--- src/sv/sfgr_pkg.sv ---
//------------------------------------------------------------------------------
// sfgr_pkg
// Shared types, constants and register indexes of the stroke font renderer.
//------------------------------------------------------------------------------
package sfgr_pkg;

	localparam int FONT_BYTES_DEF  = 8192;
	localparam int MAX_STROKES_DEF = 63;

	localparam logic [1:0] OP_LOAD = 2'd0;
	localparam logic [1:0] OP_PEN  = 2'd1;
	localparam logic [1:0] OP_DRAW = 2'd2;

	localparam logic [1:0] CMD_MOVE = 2'd0;
	localparam logic [1:0] CMD_DRAW = 2'd1;
	localparam logic [1:0] CMD_END  = 2'd2;

	localparam logic [2:0] REG_FIRST  = 3'd0;
	localparam logic [2:0] REG_COUNT  = 3'd1;
	localparam logic [2:0] REG_TARGET = 3'd2;
	localparam logic [2:0] REG_NATIVE = 3'd3;
	localparam logic [2:0] REG_CAP    = 3'd4;
	localparam logic [2:0] REG_COLOR  = 3'd5;

	localparam logic [7:0] SPACE_CODE = 8'd32;

	// Datapath operations issued by the controller.
	typedef enum logic [4:0] {
		DP_NONE,
		DP_LOAD_IN,
		DP_RD_OFF_LO,
		DP_RD_OFF_HI,
		DP_OFF_SET,
		DP_RD_X,
		DP_RD_Y,
		DP_GET_Y,
		DP_RD_WIDTH,
		DP_GET_W,
		DP_MUL_CAP,
		DP_MUL_X,
		DP_MUL_Y,
		DP_MUL_W,
		DP_DIV,
		DP_PEN_SET,
		DP_X_SAVE,
		DP_PT,
		DP_ADV
	} dp_op_t;

	typedef struct packed {
		dp_op_t op;
		logic   mem_wr;
		logic   stroke_clr;
		logic   trunc;
	} sfgr_cmd_t;

	typedef struct packed {
		logic div_busy;
		logic x_flag;
		logic y_flag;
		logic limit;
	} sfgr_sts_t;

	typedef enum logic [4:0] {
		ST_IDLE,
		ST_WR,
		ST_CAP_MUL,
		ST_CAP_DIV,
		ST_CAP_WAIT,
		ST_OFF_LO,
		ST_OFF_HI,
		ST_OFF_GET,
		ST_RD_X,
		ST_RD_Y,
		ST_GET_Y,
		ST_DEC,
		ST_X_MUL,
		ST_X_DIV,
		ST_X_WAIT,
		ST_Y_MUL,
		ST_Y_DIV,
		ST_Y_WAIT,
		ST_EMIT,
		ST_W_RD,
		ST_W_GET,
		ST_W_MUL,
		ST_W_DIV,
		ST_W_WAIT,
		ST_END
	} state_t;

	function automatic logic signed [15:0] sat16(input logic signed [25:0] v);
		if (v > 26'sd32767) begin
			return 16'sh7fff;
		end else if (v < -26'sd32768) begin
			return 16'sh8000;
		end
		return v[15:0];
	endfunction

endpackage

--- src/sv/sfgr_ctrl.sv ---
//------------------------------------------------------------------------------
// sfgr_ctrl
// Sequencer that walks one item through the datapath.
//------------------------------------------------------------------------------
module sfgr_ctrl (
	input  logic                clk,
	input  logic                arst_n,
	input  logic                in_valid,
	input  logic [1:0]          in_opcode,
	output logic                in_ready,
	output logic                out_valid,
	input  logic                out_ready,
	output logic                out_last,
	output sfgr_pkg::sfgr_cmd_t cmd,
	input  sfgr_pkg::sfgr_sts_t sts
);
	import sfgr_pkg::*;

	state_t state_q, state_d;
	logic   ended_q, ended_d;

	always_ff @(posedge clk or negedge arst_n) begin
		if (!arst_n) begin
			state_q <= ST_IDLE;
			ended_q <= 1'b0;
		end else begin
			state_q <= state_d;
			ended_q <= ended_d;
		end
	end

	always_comb begin
		state_d   = state_q;
		ended_d   = ended_q;
		cmd       = '{op: DP_NONE, mem_wr: 1'b0, stroke_clr: 1'b0, trunc: !ended_q};
		in_ready  = 1'b0;
		out_valid = 1'b0;
		out_last  = 1'b0;
		unique case (state_q)
			ST_IDLE: begin
				in_ready = 1'b1;
				if (in_valid) begin
					cmd.op = DP_LOAD_IN;
					unique case (in_opcode)
						OP_LOAD: state_d = ST_WR;
						OP_PEN:  state_d = ST_CAP_MUL;
						OP_DRAW: state_d = ST_OFF_LO;
						default: state_d = ST_IDLE;
					endcase
				end
			end
			ST_WR: begin
				cmd.mem_wr = 1'b1;
				state_d = ST_IDLE;
			end
			ST_CAP_MUL: begin
				cmd.op = DP_MUL_CAP;
				state_d = ST_CAP_DIV;
			end
			ST_CAP_DIV: begin
				cmd.op = DP_DIV;
				state_d = ST_CAP_WAIT;
			end
			ST_CAP_WAIT: begin
				if (!sts.div_busy) begin
					cmd.op = DP_PEN_SET;
					state_d = ST_IDLE;
				end
			end
			ST_OFF_LO: begin
				cmd.op = DP_RD_OFF_LO;
				cmd.stroke_clr = 1'b1;
				ended_d = 1'b0;
				state_d = ST_OFF_HI;
			end
			ST_OFF_HI: begin
				cmd.op = DP_RD_OFF_HI;
				state_d = ST_OFF_GET;
			end
			ST_OFF_GET: begin
				cmd.op = DP_OFF_SET;
				state_d = ST_RD_X;
			end
			ST_RD_X: begin
				if (sts.limit) begin
					state_d = ST_W_RD;
				end else begin
					cmd.op = DP_RD_X;
					state_d = ST_RD_Y;
				end
			end
			ST_RD_Y: begin
				cmd.op = DP_RD_Y;
				state_d = ST_GET_Y;
			end
			ST_GET_Y: begin
				cmd.op = DP_GET_Y;
				state_d = ST_DEC;
			end
			ST_DEC: begin
				if (sts.x_flag) begin
					state_d = ST_X_MUL;
				end else if (!sts.y_flag) begin
					ended_d = 1'b1;
					state_d = ST_W_RD;
				end else begin
					state_d = ST_RD_X;
				end
			end
			ST_X_MUL: begin
				cmd.op = DP_MUL_X;
				state_d = ST_X_DIV;
			end
			ST_X_DIV: begin
				cmd.op = DP_DIV;
				state_d = ST_X_WAIT;
			end
			ST_X_WAIT: begin
				if (!sts.div_busy) begin
					cmd.op = DP_X_SAVE;
					state_d = ST_Y_MUL;
				end
			end
			ST_Y_MUL: begin
				cmd.op = DP_MUL_Y;
				state_d = ST_Y_DIV;
			end
			ST_Y_DIV: begin
				cmd.op = DP_DIV;
				state_d = ST_Y_WAIT;
			end
			ST_Y_WAIT: begin
				if (!sts.div_busy) begin
					cmd.op = DP_PT;
					state_d = ST_EMIT;
				end
			end
			ST_EMIT: begin
				out_valid = 1'b1;
				if (out_ready) begin
					state_d = ST_RD_X;
				end
			end
			ST_W_RD: begin
				cmd.op = DP_RD_WIDTH;
				state_d = ST_W_GET;
			end
			ST_W_GET: begin
				cmd.op = DP_GET_W;
				state_d = ST_W_MUL;
			end
			ST_W_MUL: begin
				cmd.op = DP_MUL_W;
				state_d = ST_W_DIV;
			end
			ST_W_DIV: begin
				cmd.op = DP_DIV;
				state_d = ST_W_WAIT;
			end
			ST_W_WAIT: begin
				if (!sts.div_busy) begin
					cmd.op = DP_ADV;
					state_d = ST_END;
				end
			end
			ST_END: begin
				out_valid = 1'b1;
				out_last = 1'b1;
				if (out_ready) begin
					state_d = ST_IDLE;
				end
			end
			default: state_d = ST_IDLE;
		endcase
	end
endmodule

--- config.mk ---
export PLATFORM = sky130hd
export DESIGN_NAME = sfgr_ctrl
export DESIGN_NICKNAME = d
export VERILOG_FILES = /design/src/sv/sfgr_pkg.sv /design/src/sv/sfgr_ctrl.sv
export SDC_FILE = /design/constraint.sdc
export NUM_CORES = 1
export LEC_CHECK = 0
export BUFFER_PORTS_ARGS = -buffer_cell sky130_fd_sc_hd__clkbuf_2
export CAP_MARGIN = 10
export CORE_AREA = 2 2 43 45
export CTS_CLUSTER_DIAMETER = 200
export DETAILED_ROUTE_END_ITERATION = 12
export DIE_AREA = 0 0 45 47
export GPL_ROUTABILITY_DRIVEN = 0
export PLACE_DENSITY_LB_ADDON = 0.3
export SYNTH_ARGS = -nofsm -noshare
export SYNTH_HDL_FRONTEND = slang
export SYNTH_SLANG_ARGS = --single-unit
--- constraint.sdc ---
create_clock -name clk -period 3.9 [get_ports clk]
set_clock_uncertainty 0.1 [all_clocks]
set_input_delay 0 -clock clk [delete_from_list [all_inputs] [get_ports clk]]
set_output_delay 0 -clock clk [all_outputs]
set_load 0.05 [all_outputs]
==> out/results.txt <==
Final HPWL DP = 1660 um
grt ovf = 0
Synth Cell Area = 880 um^2
first-pass GRT wire length = 4020 um
row count = 15
Ports = 21
Reg2Reg Depth = 5
Syn Inst Count = 134
Worst Setup End Kind = primary output
post-layout minimum cycle time = 2.43 ns
synth warn = 0
layout cells sized above 1 = 16.6%
post-synthesis async set-or-reset flop share = 100%
GRT Overall Usage = 25.4%
Clock H-tree levels = 1
core area = 1650 um^2
Area Growth Syn to Fin = 11.1%
Yosys reg bits = 6
Worst Setup Start Kind = flop
Port Buffers = 20
# setup viols final = 0
HP Class = input pin to async pin
max_slew headroom = 40.7%
worst skew pair latency = 0.25 ns
Worst Path Max Fanout = 26
max-slew violations = 0
most frequent cells in the layout = clkbuf_2, nor2_1, o21ai_0
main flop type after synthesis = dfrtp_1
Max Cap Viol = 0
vias per inst = 6.56
Clock Tree Root = clkbuf_4
Post-CTS Setup Repair Bufs = 0
total negative slack = 0 ns
final hold violations = 0
DR iter-0 viols = 54
Initial Util = 53.3%
total CTS buffers = 3
Final period util = 62.4%
register area share after synthesis = 17.1%
Yosys cell types = 38
Peak Freq = 411 MHz
antenna-violating nets left = 0
vias in the first global route = 863
Worst Max-Slew Pin Slew = 0.890 ns
hold slack = 0.0160 ns
CTS resizes = 0
CTS clk-pin slew, worst paths = 0.05 ns
CTS tree = yes
Avg Cell Area, Syn = 6.56 um^2
Final Util = 59.2%
initial antenna violation count = 0
fin nets = 157
drt total wl = 2420 um
WS Path Type = flop to primary output
chip height = 47 um
DR WL/cell = 15.0 um
Worst EP arrival = 2.33 ns
Post-synth EDFFs = 0
Post-Syn Nets = 144
Ant. Diodes = 0
largest net degree at the start of global routing = 31
Req. time, crit path = 3.80 ns
Die Wd = 45 um
commonest non-fill, non-tap cell in the layout = clkbuf_2
Die ar. = 2120 um^2
Remaining DRCs = 0
clock sinks = 6
unrepaired setup endpoints after global routing = false
DR vias = 1,063
router iterations before antenna repair = 4
CTS max path bufs = 2
status = finished clean
-- registers in the layout, summed over array words and instances, names as in the netlist --
signal	cells
state_q	5
ended_q	1
-- kinds of logic (layout without fill, tap and decap cells) --
group | after synthesis | count (layout) | share of synthesized area, %
simple gates | 55 | 55 | 32.1
compound gates | 50 | 50 | 37.8
buf+inv | 19 | 30 | 8.96
flops | 6 | 6 | 17.1
xor+xnor | 4 | 4 | 3.98
-- area by class of cell --
| class | instances | area, um^2 |
|---|---|---|
| fill | 161 | 674 |
| multi-input combinational | 109 | 651 |
| sequential | 6 | 150 |
| timing repair buffer | 21 | 110 |
| clock buffer | 3 | 22.5 |
| inverter | 6 | 22.5 |
| tap | 17 | 21.3 |
-- layer usage --
metal,routed length (um),vias up,global-route usage [%]
met2,1090,63,37.7
li1,-,530,-
met4,6,0,4.12
met1,1100,468,38.4
met5,0,-,0
met3,224,2,5.38
-- final timing paths --
path                                        startpoint                     end  slack (ns)
min in group clk                                sts[3]  state_q[0]$_DFFE_PN0P_        0.06
worst min-delay path                            arst_n  state_q[3]$_DFFE_PN0P_        0.02
max in group asynchronous                       arst_n  state_q[2]$_DFFE_PN0P_        3.53
worst min register to register     ended_q$_DFFE_PN0P_     ended_q$_DFFE_PN0P_        0.45
worst max register to register  state_q[2]$_DFFE_PN0P_  state_q[2]$_DFFE_PN0P_        1.54
worst max-delay path            state_q[1]$_DFFE_PN0P_                  cmd[5]        1.47
-- what timing repair did --
item / 4_1_cts / 5_1_grt
hold buffers: 1 / 0
endpoints found under the setup margin: 0 / 0
hold endpoints to repair: 6 / 0
-- critical path: stages, from the launching register on --
cell      delay [ns]
dfrtp_1         0.87
inv_1           0.26
nor2_1          0.25
o21ai_0         0.12
o311a_1         0.17
o22ai_1         0.12
clkbuf_2        0.30
-- synth_stat cells, drive strengths merged (3+ instances only) --
master / n / area, um^2
o22ai: 5 / 31.3
dfrtp: 6 / 150
nand3: 4 / 20.0
inv: 6 / 22.5
nor2b: 3 / 18.8
a21oi: 11 / 55.1
a221oi: 4 / 35.0
buf: 7 / 32.5
nand2: 11 / 41.3
o211ai: 3 / 22.5
nor3b: 4 / 30.0
nor2: 16 / 60.1
nor3: 4 / 20.0
o21ai: 14 / 70.1
clkbuf: 6 / 23.8
and3: 4 / 25.0
-- per-stage QoR --
| stage | instance area [um^2] | setup WS (ns) | cells |
|---|---|---|---|
| after global placement | 945 | 1.63 | 158 |
| after floorplan | 880 | 1.50 | 134 |
| final | 977 | 1.47 | 162 |
| after detailed placement | 945 | 1.57 | 158 |
| after global routing | 977 | 1.27 | 162 |
| after CTS | 977 | 1.52 | 162 |
Power is not shown: default switching activity piles up to over one toggle a cycle in this logic, so the estimate is an artifact.
